**src/ubxff_pkg.sv**
```systemverilog
// Shared types, constants and helpers for the UBX frame filter.
// Used by ubxff_parser and ubx_frame_filter; depends on nothing else.
package ubxff_pkg;

  localparam logic [7:0] SYNC_FIRST  = 8'hB5;
  localparam logic [7:0] SYNC_SECOND = 8'h62;

  localparam int NUM_PAIRS = 5;

  localparam logic [7:0] PAIR_CLASS [NUM_PAIRS] = '{8'h01, 8'h01, 8'h02, 8'h01, 8'h02};
  localparam logic [7:0] PAIR_IDENT [NUM_PAIRS] = '{8'h02, 8'h21, 8'h10, 8'h20, 8'h15};

  localparam logic [15:0] MAX_LENGTH_RESET  = 16'd1024;
  localparam logic [4:0]  ACCEPT_MASK_RESET = 5'd31;

  typedef enum logic [0:0] {
    REG_MAX_LENGTH  = 1'b0,
    REG_ACCEPT_MASK = 1'b1
  } cfg_index_t;

  typedef enum logic [1:0] {
    KIND_PAYLOAD = 2'd0,
    KIND_VALID   = 2'd1,
    KIND_BAD     = 2'd2
  } kind_t;

  typedef enum logic [8:0] {
    PH_HUNT    = 9'b000000001,
    PH_SYNC2   = 9'b000000010,
    PH_CLASS   = 9'b000000100,
    PH_IDENT   = 9'b000001000,
    PH_LEN_LO  = 9'b000010000,
    PH_LEN_HI  = 9'b000100000,
    PH_PAYLOAD = 9'b001000000,
    PH_CK_A    = 9'b010000000,
    PH_CK_B    = 9'b100000000
  } phase_t;

  typedef struct packed {
    logic [15:0] max_length;
    logic [4:0]  accept_mask;
  } cfg_t;

  typedef struct packed {
    logic [1:0]  kind;
    logic [7:0]  msg_class;
    logic [7:0]  msg_ident;
    logic [15:0] byte_offset;
    logic [7:0]  payload_byte;
    logic [15:0] frame_length;
  } result_t;

  function automatic logic pair_enabled(input logic [4:0] mask, input logic [7:0] cls,
                                        input logic [7:0] ident);
    logic hit;
    hit = 1'b0;
    for (int k = 0; k < NUM_PAIRS; k++) begin
      if (mask[k] && PAIR_CLASS[k] == cls && PAIR_IDENT[k] == ident) begin
        hit = 1'b1;
      end
    end
    return hit;
  endfunction

endpackage

```
**src/ubxff_parser.sv**
```systemverilog
// Frame parser: sync hunt, header decode, Fletcher sums and verdict.
// Depends on ubxff_pkg; instantiated by ubx_frame_filter.
module ubxff_parser (
  input  logic              clk,
  input  logic              rst,
  input  logic              step,
  input  logic [7:0]        rx_byte,
  input  ubxff_pkg::cfg_t   cfg,
  output logic              emit,
  output ubxff_pkg::result_t result
);

  ubxff_pkg::phase_t phase, phase_next;
  logic [7:0]  cur_class, cur_class_next;
  logic [7:0]  cur_ident, cur_ident_next;
  logic [15:0] announced_length, announced_length_next;
  logic [15:0] payload_count, payload_count_next;
  logic [7:0]  sum_a, sum_a_next;
  logic [7:0]  sum_b, sum_b_next;
  logic [7:0]  got_check_a, got_check_a_next;

  logic [7:0]  add_a;
  logic [7:0]  add_b;
  logic [15:0] length_full;
  logic [15:0] count_inc;

  assign add_a       = sum_a + rx_byte;
  assign add_b       = sum_b + add_a;
  assign length_full = {rx_byte, announced_length[7:0]};
  assign count_inc   = payload_count + 16'd1;

  always_comb begin
    phase_next            = phase;
    cur_class_next        = cur_class;
    cur_ident_next        = cur_ident;
    announced_length_next = announced_length;
    payload_count_next    = payload_count;
    sum_a_next            = sum_a;
    sum_b_next            = sum_b;
    got_check_a_next      = got_check_a;
    emit                  = 1'b0;
    result.kind           = ubxff_pkg::KIND_PAYLOAD;
    result.msg_class      = cur_class;
    result.msg_ident      = cur_ident;
    result.byte_offset    = 16'd0;
    result.payload_byte   = 8'd0;
    result.frame_length   = announced_length;
    case (phase)
      ubxff_pkg::PH_SYNC2: begin
        if (rx_byte == ubxff_pkg::SYNC_SECOND) begin
          phase_next = ubxff_pkg::PH_CLASS;
        end else if (rx_byte == ubxff_pkg::SYNC_FIRST) begin
          phase_next = ubxff_pkg::PH_SYNC2;
        end else begin
          phase_next = ubxff_pkg::PH_HUNT;
        end
      end
      ubxff_pkg::PH_CLASS: begin
        cur_class_next = rx_byte;
        sum_a_next     = rx_byte;
        sum_b_next     = rx_byte;
        phase_next     = ubxff_pkg::PH_IDENT;
      end
      ubxff_pkg::PH_IDENT: begin
        cur_ident_next = rx_byte;
        sum_a_next     = add_a;
        sum_b_next     = add_b;
        phase_next     = ubxff_pkg::pair_enabled(cfg.accept_mask, cur_class, rx_byte)
                         ? ubxff_pkg::PH_LEN_LO : ubxff_pkg::PH_HUNT;
      end
      ubxff_pkg::PH_LEN_LO: begin
        announced_length_next = {8'd0, rx_byte};
        sum_a_next            = add_a;
        sum_b_next            = add_b;
        phase_next            = ubxff_pkg::PH_LEN_HI;
      end
      ubxff_pkg::PH_LEN_HI: begin
        announced_length_next = length_full;
        sum_a_next            = add_a;
        sum_b_next            = add_b;
        payload_count_next    = 16'd0;
        if (length_full > cfg.max_length) begin
          phase_next = ubxff_pkg::PH_HUNT;
        end else if (length_full == 16'd0) begin
          phase_next = ubxff_pkg::PH_CK_A;
        end else begin
          phase_next = ubxff_pkg::PH_PAYLOAD;
        end
      end
      ubxff_pkg::PH_PAYLOAD: begin
        sum_a_next          = add_a;
        sum_b_next          = add_b;
        emit                = 1'b1;
        result.byte_offset  = payload_count;
        result.payload_byte = rx_byte;
        payload_count_next  = count_inc;
        if (count_inc == announced_length) begin
          phase_next = ubxff_pkg::PH_CK_A;
        end
      end
      ubxff_pkg::PH_CK_A: begin
        got_check_a_next = rx_byte;
        phase_next       = ubxff_pkg::PH_CK_B;
      end
      ubxff_pkg::PH_CK_B: begin
        emit        = 1'b1;
        result.kind = (got_check_a == sum_a && rx_byte == sum_b)
                      ? ubxff_pkg::KIND_VALID : ubxff_pkg::KIND_BAD;
        phase_next  = ubxff_pkg::PH_HUNT;
      end
      default: begin
        phase_next = (rx_byte == ubxff_pkg::SYNC_FIRST)
                     ? ubxff_pkg::PH_SYNC2 : ubxff_pkg::PH_HUNT;
      end
    endcase
  end

  always_ff @(posedge clk) begin
    if (rst) begin
      phase            <= ubxff_pkg::PH_HUNT;
      cur_class        <= 8'd0;
      cur_ident        <= 8'd0;
      announced_length <= 16'd0;
      payload_count    <= 16'd0;
      sum_a            <= 8'd0;
      sum_b            <= 8'd0;
      got_check_a      <= 8'd0;
    end else if (step) begin
      phase            <= phase_next;
      cur_class        <= cur_class_next;
      cur_ident        <= cur_ident_next;
      announced_length <= announced_length_next;
      payload_count    <= payload_count_next;
      sum_a            <= sum_a_next;
      sum_b            <= sum_b_next;
      got_check_a      <= got_check_a_next;
    end
  end

endmodule

```
**src/ubx_frame_filter.sv**
```systemverilog
// Top level of the UBX frame filter: configuration registers and result register.
// Depends on ubxff_pkg and ubxff_parser.
//
//   channel | handshake           | payload
//   --------+---------------------+---------------------------------------------
//   rx      | rx_valid, rx_stall  | rx_byte
//   res     | res_valid,res_stall | kind, msg_class, msg_ident, byte_offset,
//           |                     | payload_byte, frame_length
//   cfg     | cfg_write           | cfg_index, cfg_data
//
// One byte is taken per cycle while not stalled; the parser state and the result
// register update on the same edge, so a byte's result appears in the next cycle.
// The single result register sets the limit: a byte is held off only while a
// result is waiting and res_stall is high.
// Reset is synchronous; it returns the parser to sync hunting and loads the
// register defaults (max_length 1024, accept_mask 31).
module ubx_frame_filter (
  input  logic        clk,
  input  logic        rst,
  input  logic        rx_valid,
  output logic        rx_stall,
  input  logic [7:0]  rx_byte,
  output logic        res_valid,
  input  logic        res_stall,
  output logic [1:0]  kind,
  output logic [7:0]  msg_class,
  output logic [7:0]  msg_ident,
  output logic [15:0] byte_offset,
  output logic [7:0]  payload_byte,
  output logic [15:0] frame_length,
  input  logic        cfg_write,
  input  logic [0:0]  cfg_index,
  input  logic [15:0] cfg_data
);

  ubxff_pkg::cfg_t    cfg;
  ubxff_pkg::result_t result;
  ubxff_pkg::result_t held;
  logic               emit;
  logic               rx_beat;

  assign rx_stall = res_valid && res_stall;
  assign rx_beat  = rx_valid && !rx_stall;

  always_ff @(posedge clk) begin
    if (rst) begin
      cfg.max_length  <= ubxff_pkg::MAX_LENGTH_RESET;
      cfg.accept_mask <= ubxff_pkg::ACCEPT_MASK_RESET;
    end else if (cfg_write) begin
      case (cfg_index)
        ubxff_pkg::REG_MAX_LENGTH:  cfg.max_length  <= cfg_data;
        ubxff_pkg::REG_ACCEPT_MASK: cfg.accept_mask <= cfg_data[4:0];
        default: ;
      endcase
    end
  end

  ubxff_parser u_parser (
    .clk     (clk),
    .rst     (rst),
    .step    (rx_beat),
    .rx_byte (rx_byte),
    .cfg     (cfg),
    .emit    (emit),
    .result  (result)
  );

  always_ff @(posedge clk) begin
    if (rst) begin
      res_valid <= 1'b0;
    end else if (!res_valid || !res_stall) begin
      res_valid <= rx_beat && emit;
    end
  end

  always_ff @(posedge clk) begin
    if (rx_beat && emit) begin
      held <= result;
    end
  end

  assign kind         = held.kind;
  assign msg_class    = held.msg_class;
  assign msg_ident    = held.msg_ident;
  assign byte_offset  = held.byte_offset;
  assign payload_byte = held.payload_byte;
  assign frame_length = held.frame_length;

  a_kind_known: assert property (@(posedge clk) disable iff (rst)
    res_valid |-> (kind == ubxff_pkg::KIND_PAYLOAD || kind == ubxff_pkg::KIND_VALID ||
                   kind == ubxff_pkg::KIND_BAD))
    else $error("result kind out of range");

  a_verdict_clean: assert property (@(posedge clk) disable iff (rst)
    (res_valid && kind != ubxff_pkg::KIND_PAYLOAD) |-> (byte_offset == 16'd0 &&
                                                         payload_byte == 8'd0))
    else $error("verdict beat carries payload data");

  a_offset_bound: assert property (@(posedge clk) disable iff (rst)
    (res_valid && kind == ubxff_pkg::KIND_PAYLOAD) |-> (byte_offset < frame_length))
    else $error("payload offset beyond announced length");

  a_no_overwrite: assert property (@(posedge clk) disable iff (rst)
    (res_valid && res_stall) |=> ($stable(held) && res_valid))
    else $error("waiting result was overwritten or dropped");

endmodule
```
**config.mk**
```make
export PLATFORM = sky130hd
export DESIGN_NAME = ubx_frame_filter
export DESIGN_NICKNAME = d
export VERILOG_FILES = /design/src/ubxff_pkg.sv /design/src/ubxff_parser.sv /design/src/ubx_frame_filter.sv
export SDC_FILE = /design/constraint.sdc
export NUM_CORES = 1
export LEC_CHECK = 0
export BUFFER_PORTS_ARGS = -buffer_cell sky130_fd_sc_hd__buf_4
export CAP_MARGIN = 20
export CORE_MARGIN = 8
export CORE_UTILIZATION = 50
export CTS_CLUSTER_SIZE = 40
export DETAILED_ROUTE_END_ITERATION = 16
export PLACE_DENSITY_LB_ADDON = 0.05
export RECOVER_POWER = 100
export SYNTH_ARGS = -nofsm -noshare
export SYNTH_HDL_FRONTEND = slang
export SYNTH_SLANG_ARGS = --single-unit
```
**constraint.sdc**
```tcl
create_clock -name clk -period 6.3 [get_ports clk]
set_input_delay 1.26 -clock clk [delete_from_list [all_inputs] [get_ports clk]]
set_output_delay 1.26 -clock clk [all_outputs]
set_load 0.05 [all_outputs]
```
# Word level (Yosys, flattened, before mapping)
# Index checks and enable logic that the tools add are counted.
# totals
elab_cells,98
register_bits,161
inputBits,30
# op_classes
n_eq_ne,21
reduce_logical,34
n_lt_le_gt_ge,1
bitwise,2
n_addsub,3
muxes,19
# op_table
operator,n
9-bit one-hot mux with 8 select lines,1
16-bit one-hot mux with 2 select lines,2
8-bit one-hot mux with 2 select lines,2
9-bit two-way mux,3
2-bit AND reduction,9
"16-bit by 1-bit adder with 16-bit output, second input constant",1
8-bit adder,2
16-bit == test,1
"2-bit by 8-bit == test with 1-bit output, first input constant",2
"5-bit by 8-bit == test with 1-bit output, first input constant",2
"6-bit by 8-bit == test with 1-bit output, first input constant",2
8-bit == test,2
16-bit > comparator,1
16-bit zero test,1
1-bit logical AND,14
"9-bit by 2-bit == test with 1-bit output, second input constant",1
"9-bit by 3-bit == test with 1-bit output, second input constant",1
"9-bit by 4-bit == test with 1-bit output, second input constant",1
"9-bit by 5-bit == test with 1-bit output, second input constant",1
"9-bit by 6-bit == test with 1-bit output, second input constant",1
"9-bit by 7-bit == test with 1-bit output, second input constant",1
"9-bit by 8-bit == test with 1-bit output, second input constant",1
"9-bit == test, second input constant",1
"1-bit by 8-bit == test with 1-bit output, first input constant",1
other kinds (14),26

# Depth between registers and ports, before layout
# Gate-level depths: netlist of the first run.
# depth
word_depth,11
depth_mapped,14
ltp_nobuf,14

# Hierarchy
# Synthesis of the first run repeated with hierarchy kept, for this count alone.
# unflattened
hier_cells,837
hier_area_um2,8227.9
# modules_own_cells
module,cells_each,area_each_um2,n_inst,seq_area_each_um2
ubxff_parser,682,5472.7,1,1621.6
ubx_frame_filter,155,2755.1,1,2182.1

# Least setup slack after synthesis of the first run
# No wires, ideal clock.
# synth_timing
path_type,in2reg
from,input res_stall
to,"register held, in the netlist byte_offset[0], enable pin"
arrival_ps,4450
setup_time_ps,495
path_buffers,0
path_stages,3
setup_slack_ps,1355
path_cell_list,nand2_1 nand2_1 a21oi_1
# synth_via
elab_chain_len,4
# synth_lines
item,line_no,text
"start, declared",ubx_frame_filter.sv:24,"input logic res_stall,"
1-bit logical AND,ubx_frame_filter.sv:42,assign rx_stall = res_valid && res_stall;
1-bit zero test,ubx_frame_filter.sv:43,assign rx_beat = rx_valid && !rx_stall;
1-bit logical AND,ubx_frame_filter.sv:43,
1-bit logical AND,ubx_frame_filter.sv:77,if (rx_beat && emit) begin
"end signal, assigned",ubx_frame_filter.sv:78,held <= result;
"end, declared",ubx_frame_filter.sv:38,ubxff_pkg::result_t held;
# Every way passes these cells.
# A chain may end at the register's enable or synchronous reset.

==> run summary, run 1 <==
The register bit total from synthesis is 161. The vias after detailed routing is 6326. The largest individual stage delay along the critical path comes from the cell clkbuf_1. In this run, the number of DRC markers left after iteration 0 of detailed routing was 317. The pin count of the biggest net entering global routing came out at 112. The number of nets produced by synthesis came out at 891.

The count of buffers added by post-CTS timing repair for setup came out at 0. The highest net fanout along the worst path came out at 89. The total of endpoints with negative setup slack in the final report is 0. The worst register-to-register path begins at u_parser.payload_count[0]. Counting instances, the worst hold path has a depth of 0. The beginning of the worst hold path is u_parser.cur_ident[4].

TritonCTS built the clock tree. Registers take 3800 um2. The maximum clock frequency is 218 MHz. The checks that failed: max-capacitance violations, max-slew violations. Dividing total power by cell area gives a power density of 241 nW/um2.

The net count reported at finish came out at 955. The mean post-synth cell area came out at 9.77 um2. For this run, the number of standard cells in the final layout without fillers is 1120. The run finished, with violations left. The period utilization is 0.727. The share of synthesized area spent on multiplexers came out at 0.0548. The parity-gate share of the synthesized area counting xor and xnor cells came out at 0.0575. The floorplan step defined a core boundary enclosing 15800 um2. The tool flagged a number of max-cap violations equal to 1. The post-DP HPWL is 13.8 mm. Port buffering added 89 buffers.

The count of unresolved DRC violations after routing came out at 0. The number of flops mapped to enable cells by yosys is 58. In this run the clock root is driven by a clkbuf_16. The arrival time at the worst endpoint came out at 4.89 ns.

The filler cells instantiated in the layout total 1435. Clock-pin slew was measured on the worst setup and hold paths at 0.06 ns. The largest single stage delay on the critical path is 2.72 ns. The clock tree synthesis step divided the H-tree into 4 levels.

After clock tree synthesis, the repair step resized 0 gates. The maximum ir drop on the vdd rail is 194 uV. The final total power is 2.19 mW. The clock arrives with 0.00948 ns of skew. The number of antenna violations at the first check in global routing came out at 0. The netlist area before placement came out at 8080 um2. The wire length of the first global-routing pass came out at 32.0 mm. The most used routing layer is met2. The cts-stage hold buffer count came out at 0. The initialized floorplan defines 46 standard-cell rows.

The count of endpoints failing hold in the final timing report is 0. The dominant delay contributor by cell family on the critical path is buffers and inverters. The worst setup path is launched from a primary input. The sum of buffers and inverters on the critical path came out at 2.

The signal on the critical path passes through buf_4 -> clkbuf_1 -> nor3_1 -> mux2_1. In this run the worst hold path is classified as register to register. The worst register-to-register path ends at u_parser.phase[2].

The number of warnings printed during yosys synthesis is 0. The tree built by TritonCTS fans out to 161 sinks. For this run, the total global-route usage over all layers was measured as 0.200. The sequential fraction of the synthesis area came out at 0.471. The compound-cell area share of the yosys netlist is 0.114. The last weighted congestion value of the routability-driven placer came out at 0.877. The antenna diode count is 0. Buffers inserted during clock tree synthesis total 17.

Of the total synthesized cell area, the portion taken by full adders, half adders and majority gates is 0.0545. The share of synthesized cell area in and, or, nand and nor gates came out at 0.211. The count of nets left with antenna violations after detail routing is 0. The worst slew margin relative to its limit is -1.55. The tightest hold margin came out at 0.441 ns.

The wire length reported by the detailed router came out at 20.0 mm. In the final layout, the share of cells above drive strength 1 is 0.0852. For this run, the detailed router's first-pass iteration total came to 5.

Across all register-to-register paths, the minimum setup slack is 2.80 ns. The terminating pin of the worst hold path is msg_ident[4]. The pin slew with the least headroom to its limit is 3.83 ns. The area added between synthesis and finish is 12.9%. The number of global-route vias before repair is 6312. The instance count of the mapped netlist is 827.

STA puts the critical path data required time at 6.62 ns. The routed wirelength normalized by instance count came out at 17.9 um. The average via count per standard cell came out at 5.65. The critical path startpoint is rst. The largest buffer count on any clock path is 2. For this configuration, the core starts out at a cell density of 0.510. The die footprint is 20500 um2. Counting cells, the worst reg-to-reg path comes to 8. The routing usage on met2 is 0.350. The reported leakage power is 3.66 nW. After synthesis, the largest family of logic cells by area is simple AND/OR/NAND/NOR gates. After routing, the total negative slack on setup checks comes to 0 ns. The fraction of registers with async set or reset after synthesis is 0. The setup path with the least slack is of type primary input to register. The number of placed instances, taps included, is 1086. The met1 routing resource usage after global routing is 0.232. The die span in y is 143 um. The shortest clock period the worst path allows after layout is 4.58 ns. The global routing met3 resource utilization came out at 0.0404.

The x dimension of the die came out at 143 um. Setup repair after global routing left no endpoint under its margin. In the final layout, the multi-input gates occupy 3920 um2.

The later pin in the worst-skew pair is clocked with a latency of 0.43 ns. The number of distinct library cells after synthesis came out at 70. The number of ports placed on the die boundary is 90.

Among all flip-flop cells after synthesis, the most frequent one is dfxtp_1. The remaining global-route overflow came out at 0. The max-slew violation total from the final report came out at 90. STA classifies the critical path endpoint as a register.
-- cells by family (layout without fill, tap and decap cells) --
| logic type | Yosys count | in the layout |
|---|---|---|
| adders and majority gates | 34 | 34 |
| xor gates and xnor gates | 53 | 53 |
| AOI/OAI and AO/OA | 144 | 144 |
| buffers and inverters | 72 | 149 |
| and+or+nand+nor | 320 | 320 |
| muxes | 43 | 43 |
| DFF | 161 | 161 |
-- cell type report --
| type | instances | share of cell area |
|---|---|---|
| Clock buffer | 17 | 0.0467 |
| Clock inverter | 15 | 0.0158 |
| Inverter | 24 | 0.00988 |
| Multi-Input combinational cell | 594 | 0.430 |
| Sequential cell | 161 | 0.417 |
| Tap cell | 216 | 0.0296 |
| Timing Repair Buffer | 93 | 0.0510 |
-- per-stage QoR --
step | setup WS [ns] | utilization | instance area [um2]
global route | 1.46 | 0.576 | 9120
detailed placement | 1.98 | 0.558 | 8830
finish | 1.72 | 0.576 | 9120
global placement | 2.07 | 0.558 | 8830
CTS | 2.40 | 0.594 | 9400
floorplan | 1.36 | - | 8080
-- power breakdown --
| group | switching (mW) | internal, mW |
|---|---|---|
| registers | 0.00438 | 1.08 |
| clock network | 0.448 | 0.556 |
| logic | 0.0682 | 0.0414 |
-- routing by layer --
layer | wire [um] | vias to the layer above
li1 | - | 3076
met1 | 8280 | 3009
met2 | 10200 | 200
met3 | 1120 | 41
met4 | 408 | 0
met5 | 0 | -
-- Yosys cell counts, types with 8 or more instances --
library cell / count / area (um2)
nor3_1: 14 / 70.1
xor2_1: 32 / 280
nor2b_1: 12 / 75.1
nand4_1: 16 / 100
nand3_1: 23 / 115
a211oi_1: 16 / 120
o21ai_0: 8 / 40.0
or3_1: 8 / 50.1
xnor2_1: 21 / 184
clkbuf_1: 28 / 105
inv_1: 24 / 90.1
buf_2: 10 / 50.1
and2_1: 24 / 150
mux2i_1: 39 / 390
and3_1: 17 / 106
dfxtp_1: 103 / 2060
nand2_1: 66 / 248
nor2_1: 93 / 349
o21ai_1: 9 / 45.0
ha_1: 32 / 400
edfxtp_1: 58 / 1740
a21oi_1: 65 / 325
-- flip-flops by register name, indices dropped and copies added (netlist names) --
| name | cells |
|---|---|
| u_parser.phase | 9 |
| msg_ident | 8 |
| u_parser.sum_a | 8 |
| u_parser.payload_count | 16 |
| u_parser.got_check_a | 8 |
| res_valid | 1 |
| kind | 2 |
| u_parser.announced_length | 16 |
| u_parser.sum_b | 8 |
| msg_class | 8 |
| payload_byte | 8 |
| byte_offset | 16 |
| u_parser.cur_ident | 8 |
| u_parser.cur_class | 8 |
| frame_length | 16 |
| cfg | 21 |
-- cells in the final DEF, fill, tap and decap left out, types with 8 or more instances in the layout --
| cell type | Yosys | routed |
|---|---|---|
| mux2i_1 | 39 | 39 |
| nand4_1 | 16 | 16 |
| a211oi_1 | 16 | 16 |
| nor2_1 | 93 | 94 |
| edfxtp_1 | 58 | 58 |
| xnor2_1 | 21 | 21 |
| nand3_1 | 23 | 24 |
| nor3_1 | 14 | 14 |
| dfxtp_1 | 103 | 103 |
| clkbuf_16 | 0 | 17 |
| and2_0 | 0 | 18 |
| o21ai_0 | 8 | 11 |
| clkbuf_1 | 28 | 62 |
| buf_4 | 6 | 30 |
| or3_1 | 8 | 8 |
| nor2b_1 | 12 | 12 |
| and3_1 | 17 | 17 |
| nor4_1 | 6 | 8 |
| inv_1 | 24 | 24 |
| xor2_1 | 32 | 32 |
| nand2_1 | 66 | 66 |
| a21oi_1 | 65 | 65 |
| ha_1 | 32 | 32 |
-- worst max-delay path by stage --
stage                        end  slack [ns]  depth (start not counted)
2_1_floorplan     byte_offset[0]        1.36                          3
3_3_place_gp   u_parser.sum_b[7]        2.07                         13
3_5_place_dp   u_parser.sum_b[7]        1.98                         13
4_1_cts        u_parser.sum_b[7]        2.40                         13
5_1_grt        u_parser.phase[2]        1.46                          4
6_report       u_parser.phase[2]        1.72                          4
-- worst reg2reg max path: stages, from the launching register on --
cell and delay [ns]:
dfxtp_1 0.50, ha_1 0.38, nand3_1 0.27, or4_4 0.61, xnor2_1 0.19, nand4_1 0.11
nor4_1 0.59, nor2_1 0.37, mux2_1 0.39
Note: power is estimated with default switching activity, not from simulation.
==> inputs of run 2 (changes only) <==
--- a/config.mk
+++ b/config.mk
@@ -5,6 +5,7 @@
 export SDC_FILE = /design/constraint.sdc
 export NUM_CORES = 1
 export LEC_CHECK = 0
+export ABC_AREA = 1
 export BUFFER_PORTS_ARGS = -buffer_cell sky130_fd_sc_hd__buf_4
 export CAP_MARGIN = 20
 export CORE_MARGIN = 8
==> constraint.sdc (replaced) <==
create_clock -name clk -period 3.97 [get_ports clk]
set_input_delay 0.794 -clock clk [delete_from_list [all_inputs] [get_ports clk]]
set_output_delay 0.794 -clock clk [all_outputs]
set_load 0.05 [all_outputs]
==> run 2 against run 1 <==
The run now ends clean. Clock power increased by 62%. Non-clock buffer count increased by 3. Clock-buffer cell count increased by 7. Cell area decreased by 0.78%. Synthesized area decreased by 2.4%. Critical path type is now register to register. Largest power group unchanged.
==> run summary, run 2 <==
The CTS H-tree depth came to 4 (unchanged). The classification of the worst setup path is register to register (was primary input to register). The proportion of power drawn by flip-flops and latches is 0.483 (was 0.493). The last weighted congestion value of the routability-driven placer came to 0.876 (was 0.877). The number of max-cap violations is 0 (was 1).

The flip-flop count of the largest register, all copies and words added is 21 (unchanged). The commonest register cell after synthesis is dfxtp_1 (unchanged). The launch instance of the worst register-to-register path is u_parser.phase[0] (was u_parser.payload_count[0]). The number of buffers inserted by port buffering came out at 89 (unchanged). The routed wirelength normalized by instance count is 15.1 um (was 17.9 um). The smallest clock period supported by the final layout is computed as 3.25 ns. The pin slew with the least headroom to its limit is 1.43 ns (was 3.83 ns). The number of cells on the worst reg-to-reg path came to 7 (was 8). The tightest hold margin came out at 0.429 ns (was 0.441 ns).

The average via count per standard cell is 5.17 (was 5.65). The instance count of the mapped netlist was 971 (was 827). The beginning of the worst hold path is u_parser.cur_class[3] (was u_parser.cur_ident[4]). The final total power is 3.59 mW (was 2.19 mW). In this design, the critical path's most frequently occurring cell is nand3_1.

The most frequent cell after synthesis is nand2_1 (was dfxtp_1). The number of resized instances in the post-cts repair step came out at 0 (unchanged). The later-pin clock latency in the skew report is 0.43 ns (about the same). RSZ-0062 raised after global routing: no (unchanged).

The largest register by flop count is cfg (unchanged). The cell type with the highest aggregate area in the netlist was dfxtp_1 (unchanged). The post-DP HPWL was 13.8 mm (about the same). The number of antenna violations at the first check in global routing is 0 (unchanged).

The proportion of netlist area held by the largest area contributor is 0.262 (was 0.255). The number of distinct library cells after synthesis was 40 (was 70). The part of the total power dissipated in the clock network was 0.450 (was 0.458).

The vias after detailed routing is 6628 (was 6326). The number of global-route vias before repair is 6079 (was 6312). The endpoint of the worst-slack reg-to-reg timing path is byte_offset[10] (was u_parser.phase[2]). The overall track demand over capacity in global routing is 0.196 (was 0.200). The highest-delay cell along the critical path is a21oi_1 (was clkbuf_1). The first-pass iteration count of the detailed router came to 5 (unchanged). The setup slack on the worst flop-to-flop path came out at 0.72 ns (was 2.80 ns). The total net switching power came to 0.846 mW (was 0.520 mW). The count of endpoints failing hold in the final timing report was 0 (unchanged).

The critical path startpoint is u_parser.phase[0] (was rst). The netlist area before placement came out at 7880 um2 (was 8080 um2). The clock slew at the register clock pins of the worst setup and hold paths is 0.06 ns (about the same).

The clock skew after layout is 0.00839 ns (was 0.00948 ns). The pin count of the biggest net entering global routing was 55 (was 112). The die footprint came out at 20000 um2 (was 20500 um2). The path class of the lowest-slack min-delay path is register to register (unchanged). The TritonCTS clock tree is yes (unchanged). The fraction of registers with async set or reset after synthesis is 0 (unchanged). The mean post-synth cell area came out at 8.12 um2 (was 9.77 um2). The stage delay of the slowest cell on the critical path is 0.76 ns (was 2.72 ns). The reported leakage power is 3.66 nW (about the same).

The fraction of power spent switching nets came out at 0.236 (was 0.237). The largest buffer count on any clock path is 2 (unchanged). The maximum ir drop on the vdd rail is 269 uV (was 194 uV). The arrival time at the worst endpoint is 3.31 ns (was 4.89 ns). The number of ports placed on the die boundary was 90 (unchanged). The total core area came out at 15700 um2 (was 15800 um2).

The clock sink count came out at 161 (unchanged). The total clock buffers created by CTS is 17 (unchanged). The required time at the endpoint of the critical path came to 4.03 ns (was 6.62 ns). For this run, the top clock speed supported by timing is 308 MHz.

The count of buffers added by post-CTS timing repair for setup came out at 0 (unchanged). The cts-stage hold buffer count came out at 0 (unchanged). The max-slew violation total from the final report is 0 (was 90). The x dimension of the die is 142 um (was 143 um). The total of endpoints with negative setup slack in the final report is 0 (unchanged). The share of final-layout standard cells stronger than drive strength 1 is 0.0742 (was 0.0852). The wire length of the first global-routing pass is 30.9 mm (was 32.0 mm). The worst slew margin relative to its limit is 0.0495 (was -1.55).

The initial DRC count came out at 474 (was 317). The effective utilization at floorplan is 0.504 (was 0.510). The total power per unit cell area is 397 nW/um2 (was 241 nW/um2). The most frequent standard cell in the layout excluding fill and tap cells is nand2_1 (was dfxtp_1).

The remaining global-route overflow came out at 0 (unchanged). The hold path depth is 0 (unchanged). The sequential fraction of the synthesis area is 0.482 (was 0.471). Status: finished, final reports clean (was finished with violations). The endpoint type of the worst setup path is a register (unchanged). The dominant delay contributor by cell family on the critical path is buffers and inverters (unchanged).

The wire length reported by the detailed router came out at 19.3 mm (was 20.0 mm). The area added between synthesis and finish is 14.7% (was 12.9%). Critical-path cell list: nor2_1 -> nand3_1 -> inv_1 -> nand3_1 -> clkbuf_1 -> a21oi_1 -> buf_4 (was buf_4 -> clkbuf_1 -> nor3_1 -> mux2_1).

The post-route cell area came out at 9050 um2 (was 9120 um2). The antenna diode count is 0 (unchanged). The number of nets produced by synthesis came to 1035 (was 891). The type of element launching the critical path is a register (was primary input). The total number of placement rows came out at 46 (unchanged).

Main area contributors after synthesis: dfxtp_1, edfxtp_1, nand2_1 (was dfxtp_1, edfxtp_1, ha_1). Top cells by count, synth: nand2_1, inv_1, dfxtp_1 (was dfxtp_1, nor2_1, nand2_1). Of the available clock period, the critical path in the final layout requires 0.819. The number of warnings printed during yosys synthesis is 0 (unchanged). The sum of buffers and inverters on the critical path came out at 3 (was 2). Top library cells by usage in the layout, fill and taps aside: nand2_1, inv_1, dfxtp_1 (was dfxtp_1, nor2_1, nand2_1). The net count reported at finish came out at 1116 (was 955).

The register bit total from synthesis is 161 (unchanged). The die span in y came out at 142 um (was 143 um). The count of nets left with antenna violations after detail routing is 0 (unchanged). The final setup TNS is 0 ns (unchanged).

The placed standard-cell area came out at 8730 um2 (was 8830 um2). The number of flops mapped to enable cells by yosys came out at 58 (unchanged). The combinational power share is 0.067 (was 0.050). The terminating pin of the worst hold path is msg_class[3] (was msg_ident[4]).

The highest net fanout along the worst path is 54 (was 89). The buffer cell driving the clock tree root is clkbuf_16 (unchanged). The internal power was 2.74 mW (was 1.67 mW). The count of unresolved DRC violations after routing is 0 (unchanged).
[run 2: final cells by class]
| class | count | area, um2 |
|---|---|---|
| fillers | 1502 | 6610 |
| multi-input cells | 655 | 3450 |
| well taps | 216 | 270 |
| repair buffers | 96 | 480 |
| clock inverters | 8 | 61.3 |
| flip-flops and latches | 161 | 3800 |
| inverters | 121 | 454 |
| clock buffers | 24 | 526 |
[run 2: cells by family (layout without fill, tap and decap cells)]
group	after synthesis	count (layout)	share of synthesized area
and+or+nand+nor	403	403	0.222
xor gates and xnor gates	27	27	0.0352
AOI/OAI and AO/OA	191	191	0.127
buffers and inverters	155	249	0.0774
adders and majority gates	34	34	0.0559
DFF	161	161	0.482
[run 2: metrics by stage]
| stage | util | instances | setup WS, ns |
|---|---|---|---|
| after floorplan | - | 971 | 0.865 |
| after global placement | 0.558 | 1249 | 0.495 |
| after detailed placement | 0.558 | 1249 | 0.440 |
| after CTS | 0.595 | 1281 | 0.856 |
| after global routing | 0.578 | 1281 | 0.376 |
| final | 0.578 | 1281 | 0.720 |
[run 2: power groups by stage]
| stage | Sequential, mW | Combinational, mW | Clock, mW |
|---|---|---|---|
| floorplan | 1.78 | 0.155 | 0 |
| global placement | 1.77 | 0.242 | 0 |
| detailed placement | 1.77 | 0.243 | 0 |
| CTS | 1.73 | 0.245 | 1.63 |
| global route | 1.74 | 0.272 | 1.69 |
| finish | 1.73 | 0.239 | 1.62 |
[run 2: worst max-delay path by stage]
stage,endpoint,slack (ns),depth (start not counted)
CTS,u_parser.sum_b[7],0.86,21
global placement,u_parser.sum_b[7],0.50,20
finish,byte_offset[10],0.72,7
global route,byte_offset[10],0.38,7
detailed placement,u_parser.sum_b[7],0.44,20
floorplan,u_parser.sum_b[7],0.86,19
[run 2: per-layer routing]
metal  vias to the layer above  track usage  wire, um
li1                       3387            -         -
met4                         0       0.0786       369
met1                      3035        0.256      8940
met2                       182        0.318      8950
met5                         -            0         0
met3                        24       0.0329      1030
